**src/rtl/core/dvdm_div.sv**
```systemverilog
// Pipelined restoring divider, one quotient bit per register stage, with side data carried along.
module dvdm_div #(
    parameter int NW = 45,
    parameter int DW = 29,
    parameter int QW = 16,
    parameter int SW = 8
) (
    input  logic          clk,
    input  logic          rst_n,
    input  logic          en,
    input  logic          in_valid,
    input  logic [NW-1:0] num,
    input  logic [DW-1:0] den,
    input  logic [SW-1:0] side_in,
    output logic          out_valid,
    output logic [QW-1:0] quo,
    output logic [SW-1:0] side_out
);

    localparam int W = (NW > DW + QW) ? NW : DW + QW;

    logic [W-1:0]  rem_reg  [QW];
    logic [QW-1:0] quo_reg  [QW];
    logic [DW-1:0] den_reg  [QW];
    logic [SW-1:0] side_reg [QW];
    logic          vld_reg  [QW];

    for (genvar s = 0; s < QW; s++) begin : g_stage
        localparam int K = QW - 1 - s;
        logic [W-1:0]  rem_in;
        logic [QW-1:0] quo_in;
        logic [DW-1:0] den_in;
        logic [SW-1:0] side_in_s;
        logic          vld_in;
        logic [W-1:0]  trial;
        logic [W-1:0]  rem_next;
        logic [QW-1:0] quo_next;

        if (s == 0) begin : g_first
            assign rem_in    = W'(num);
            assign quo_in    = '0;
            assign den_in    = den;
            assign side_in_s = side_in;
            assign vld_in    = in_valid;
        end else begin : g_rest
            assign rem_in    = rem_reg[s-1];
            assign quo_in    = quo_reg[s-1];
            assign den_in    = den_reg[s-1];
            assign side_in_s = side_reg[s-1];
            assign vld_in    = vld_reg[s-1];
        end

        assign trial = W'(den_in) << K;

        always_comb
        begin
            rem_next = rem_in;
            quo_next = quo_in;
            if (rem_in >= trial)
            begin
                rem_next    = rem_in - trial;
                quo_next[K] = 1'b1;
            end
        end

        always_ff @(posedge clk or negedge rst_n)
        begin
            if (!rst_n)
            begin
                vld_reg[s] <= 1'b0;
            end
            else if (en)
            begin
                vld_reg[s] <= vld_in;
            end
        end

        always_ff @(posedge clk)
        begin
            if (en)
            begin
                rem_reg[s]  <= rem_next;
                quo_reg[s]  <= quo_next;
                den_reg[s]  <= den_in;
                side_reg[s] <= side_in_s;
            end
        end
    end

    assign out_valid = vld_reg[QW-1];
    assign quo       = quo_reg[QW-1];
    assign side_out  = side_reg[QW-1];

endmodule

```
**config.mk**
```make
export PLATFORM = sky130hd
export DESIGN_NAME = dvdm_div
export DESIGN_NICKNAME = d
export VERILOG_FILES = /design/src/rtl/core/dvdm_div.sv
export SDC_FILE = /design/constraint.sdc
export NUM_CORES = 2
export LEC_CHECK = 0
export ABC_CLOCK_PERIOD_IN_PS = 5000
export BUFFER_PORTS_ARGS = -buffer_cell sky130_fd_sc_hd__buf_2
export CORE_MARGIN = 2
export CORE_UTILIZATION = 40
export CTS_CLUSTER_DIAMETER = 120
export DETAILED_ROUTE_END_ITERATION = 12
export PLACE_DENSITY = 0.54
export SETUP_SLACK_MARGIN = 0.5
export SYNTH_ARGS = -nofsm -noshare
export SYNTH_HDL_FRONTEND = slang
export SYNTH_SLANG_ARGS = --single-unit
```
**constraint.sdc**
```tcl
create_clock -name clk -period 5 [get_ports clk]
set_input_delay 1 -clock clk [delete_from_list [all_inputs] [get_ports clk]]
set_output_delay 1 -clock clk [all_outputs]
set_load 0.05 [all_outputs]
```
== After elaboration in Yosys (flattened, before gate mapping) ==
Memory sizes are Yosys's and may differ from the RTL's.
Index checks and enable logic that the tools add are counted.
Storage, ports and cells
  ROM bits: 0
  logic and storage cells: 86
  register bits: 16
  bits in latches: 0
  memory bits (writable): 1568
  memories: 4
  input port bits: 86
Cells by class
  $lt $le $gt $ge: 16
  div/mod/pow operators: 0
  add/subtract/negate cells: 16
  equality and inequality tests: 0
  bitwise gates (word level): 0
  multipliers: 0
  reduce and logical (&&, ||, !) cells: 0
  multiplexer cells: 34
  shift-type cells: 0
Memory list
  rem_reg: words 16, width 45, read ports 15, clocked after Yosys merged registers in 0, wr ports 16, RTL line 22  | logic [W-1:0] rem_reg [QW];
  den_reg: words 16, width 29, read ports 15, clocked after Yosys merged registers in 0, wr ports 16, RTL line 24  | logic [DW-1:0] den_reg [QW];
  quo_reg: words 16, width 16, read ports 16, clocked after Yosys merged registers in 0, wr ports 16, RTL line 23  | logic [QW-1:0] quo_reg [QW];
  side_reg: words 16, width 8, read ports 16, clocked after Yosys merged registers in 0, wr ports 16, RTL line 25  | logic [SW-1:0] side_reg [QW];
Operator list (count)
  45-bit 2-to-1 mux: 16
  45-bit by 29-bit >= comparator with 1-bit output: 1
  45-bit by 30-bit >= comparator with 1-bit output: 1
  45-bit by 31-bit >= comparator with 1-bit output: 1
  45-bit by 32-bit >= comparator with 1-bit output: 1
  45-bit by 33-bit >= comparator with 1-bit output: 1
  45-bit by 34-bit >= comparator with 1-bit output: 1
  45-bit by 35-bit >= comparator with 1-bit output: 1
  45-bit by 36-bit >= comparator with 1-bit output: 1
  45-bit by 37-bit >= comparator with 1-bit output: 1
  45-bit by 38-bit >= comparator with 1-bit output: 1
  45-bit by 39-bit >= comparator with 1-bit output: 1
  45-bit by 40-bit >= comparator with 1-bit output: 1
  45-bit by 41-bit >= comparator with 1-bit output: 1
  45-bit by 42-bit >= comparator with 1-bit output: 1
  45-bit by 43-bit >= comparator with 1-bit output: 1
  45-bit by 44-bit >= comparator with 1-bit output: 1
  45-bit by 29-bit subtractor with 45-bit output: 1
  45-bit by 30-bit subtractor with 45-bit output: 1
  45-bit by 31-bit subtractor with 45-bit output: 1
  45-bit by 32-bit subtractor with 45-bit output: 1
  45-bit by 33-bit subtractor with 45-bit output: 1
  45-bit by 34-bit subtractor with 45-bit output: 1
  45-bit by 35-bit subtractor with 45-bit output: 1
  other kinds (10): 27

== Depth between registers and ports, before layout ==
An unclocked memory read counts as a cell.
  word-level depth: 3
  depth in mapped cells: 16
  gate-level depth less buffers: 15

== Worst setup path after synthesis ==
OpenSTA, ideal clock, no wires.
  path kind: reg-to-reg
  start: memory rem_reg[1][128] (netlist name)
  end: memory rem_reg[1][177] (netlist name) (data pin)
  cell stages (with the launch flop): 12
  data required time: 4.741 ns
  clock period less this slack: 3.844 ns
  data arrival time: 3.584 ns
  slack: 1.156 ns
  cells stage by stage: edfxtp_1 -> or4_4 -> or4_4 -> or4_4 -> o21ai_1 -> and3b_1 -> buf_6 -> or2_1 -> buf_6 -> or3_4 -> or4_4 -> xnor2_2
RTL lines (RTL line)
  start, declared: 22

==> run metrics <==
status completed; Sw Ratio 0.3589; part of the power in combinational logic 0.384; Hold Path Class input port to async pin; Worst setup SP type register; Sink Count around 1400; Tcrit/Tclk final 0.8532; total grt overflow 0; drt wl/cell approximately 19 µm; Max Fclk between 200 and 250 MHz; Clock Pin Slew Worst Setup and Hold Paths around 0.06 ns; Overall Global Routing Usage 0.1869; Cell variety after synth between 80 and 90; Sequential Power Share 0.375; Die ar. 0.1899 mm²; Net Sw Power 17.27 mW; final hold viol count 0; height of the die 435.7 µm; Clock power frac 0.242; post-synth top area share 0.5534; Setup Crit Path Kind register to register; I/O Pins 111; setup repair bufs after CTS 0; Clock Latency Late Sink between 0.8 and 0.9 ns; Slew headroom 0.1981; MaxCap Viol Count 0; Synth Instances 6603; WP data arrival slightly below 5 ns; CTS tree yes; Final Max Tran Viols 0; vias in the first global route a little over 50000; P_leak ~33 nW; antenna violations before repair 2; DR iter-0 viols between 2000 and 3000; Die W between 400 and 500 µm; Synth Register Bits approximately 1400; Remaining DRCs 0; Critical Path End Type register; register area share after synthesis 0.5588; PortBufs 110; Post-Syn Nets between 7000 and 8000; hold buffer count at CTS 0; Antenna diodes 0; Storage cell area roughly 0.042 mm²; asr flop ratio synth 0.01151; root buf cell clkbuf_16; area leader, netlist edfxtp_1; # setup viols final 0; FILL cells approximately 17000; pin count of the biggest net entering global routing around 130; Max clock buf depth 3; antenna-violating nets left 0; Layout area overhead 12.53%; dpl hpwl around 140 mm; Core Box Area 0.1852 mm²; Detailed Route WL 177.1 mm; post-DR vias/cell 5.267; Post-Syn Area 0.07455 mm²; RSZ-0062 raised after global routing false; Internal between 30 and 40 mW; Fin Clk Skew 0.02787 ns; CP Max Fanout 16; first-pass GRT wire length 279.7 mm; CTS Buf Count 160; CTS H-Tree Depth 4; drt first pass iters 5; top_reg_cell synth edfxtp_1; Starting Density 0.4025; max FFs per register 675; EDFF count, synth 1374; min cycle time layout 4.266 ns; PwrDens 573.7 mW/mm²; synth warn 0; GP Congestion 0.9745; Final Power slightly below 50 mW; via count 49460; num rows 158; area of the multi-input gates 0.03001 mm²; Syn Area/Cell 11.29 µm²; nets@finish 7341; share of layout cells above drive strength 1 0.08363; worst slew pin tran 1.190 ns; Synth area leaders edfxtp_1, ha_1, a21oi_1; top-count cell post-synth edfxtp_1; Critical Path RT 5.54 ns; synth cell count leaders edfxtp_1, inv_1, a21oi_1, nand2_1, ha_1; VDD IR max about 310 µV; Final TNS setup 0 ns
-- power groups by stage --
stage	registers, mW	logic (mW)	clock network (mW)
after floorplan	17.6	13.6	0
after global placement	18.2	18.2	0
after detailed placement	18.3	18.3	0
after CTS	18.0	18.4	12.0
after global routing	18.3	20.6	12.5
final	18.0	18.5	11.6
-- placed cells by master (no fill, tap or decap), types with 73 or more instances in the layout --
master	instances
xor2_1	214
nor2b_1	73
nand3_1	106
nand2_1	528
inv_1	608
nand4_1	114
buf_4	73
a21o_1	274
mux2_2	86
ha_1	464
xnor2_1	273
a21oi_1	567
nor2_1	402
clkbuf_16	160
edfxtp_1	1374
buf_2	109
nor3_1	102
o21ai_0	412
-- final timing paths --
path	start	endpoint	slack, ns	depth (start not counted)
min in group clk	side_in[3]	side_reg[0][3]$_DFFE_PP_	0.36	1
worst max-delay path	den_reg[0][145]$_DFFE_PP_	rem_reg[0][311]$_DFFE_PP_	0.73	15
max in group asynchronous	rst_n	g_stage[10].vld_in$_DFFE_PN0P_	4.64	1
worst max register to register	den_reg[0][145]$_DFFE_PP_	rem_reg[0][311]$_DFFE_PP_	0.73	15
worst min register to register	quo_reg[0][75]$_DFFE_PP_	quo_reg[0][91]$_DFFE_PP_	0.42	0
worst min-delay path	rst_n	g_stage[14].vld_in$_DFFE_PN0P_	0.09	1
-- logic make-up after synthesis --
kind of cell	share of synthesized area
AOI/OAI and AO/OA	0.1397
and+or+nand+nor	0.1083
DFF	0.5588
buffers and inverters	0.04058
xor gates and xnor gates	0.05743
adders and majority gates	0.08190
muxes	0.01326
-- cell type report --
type / instances / share of cell area
tap: 2480 / 0.03699
inverter: 608 / 0.02720
clock inverter: 91 / 0.01296
sequential: 1390 / 0.4966
clock buffer: 206 / 0.05026
multi-input combinational: 4412 / 0.3577
timing repair buffer: 204 / 0.01828
-- critical path: stages (launching register included) --
cell	delay (ns)
edfxtp_1	0.41
ha_1	0.21
inv_1	0.07
fa_1	0.20
a21oi_1	0.09
o21ai_0	0.32
a2111oi_0	0.17
buf_4	0.17
o32ai_1	0.61
a21oi_1	0.22
o21ai_1	0.47
a41oi_4	0.20
buf_4	0.22
nor3_1	0.25
a21boi_0	0.26
xor2_1	0.09
-- layer usage --
metal  vias to the layer above  part of all wire  track usage
met5                         -                 0            0
met4                         0             0.063       0.1148
met3                       493             0.026      0.02571
met2                       901              0.56       0.3721
met1                     23480              0.35       0.1776
li1                      24590                 -            -
-- stage by stage --
stage	instance area, µm²	utilization	worst slack (ns)	std cells	hold WS (ns)
after global placement	78580	0.4242	0.5005	9094	0.4001
after detailed placement	78580	0.4242	0.5213	9094	0.4045
final	83900	0.4529	0.7342	9391	0.08877
after floorplan	74550	-	1.156	6603	0.4003
after global routing	83900	0.4529	0.5154	9391	0.07321
after CTS	83890	0.4529	0.5641	9391	0.02230
-- what timing repair did --
item | CTS | global route
endpoints found under the setup margin | 0 | 9
hold endpoints to repair | 0 | 0
gates resized for setup | 0 | 3
Power figures use the tool's default switching activity.
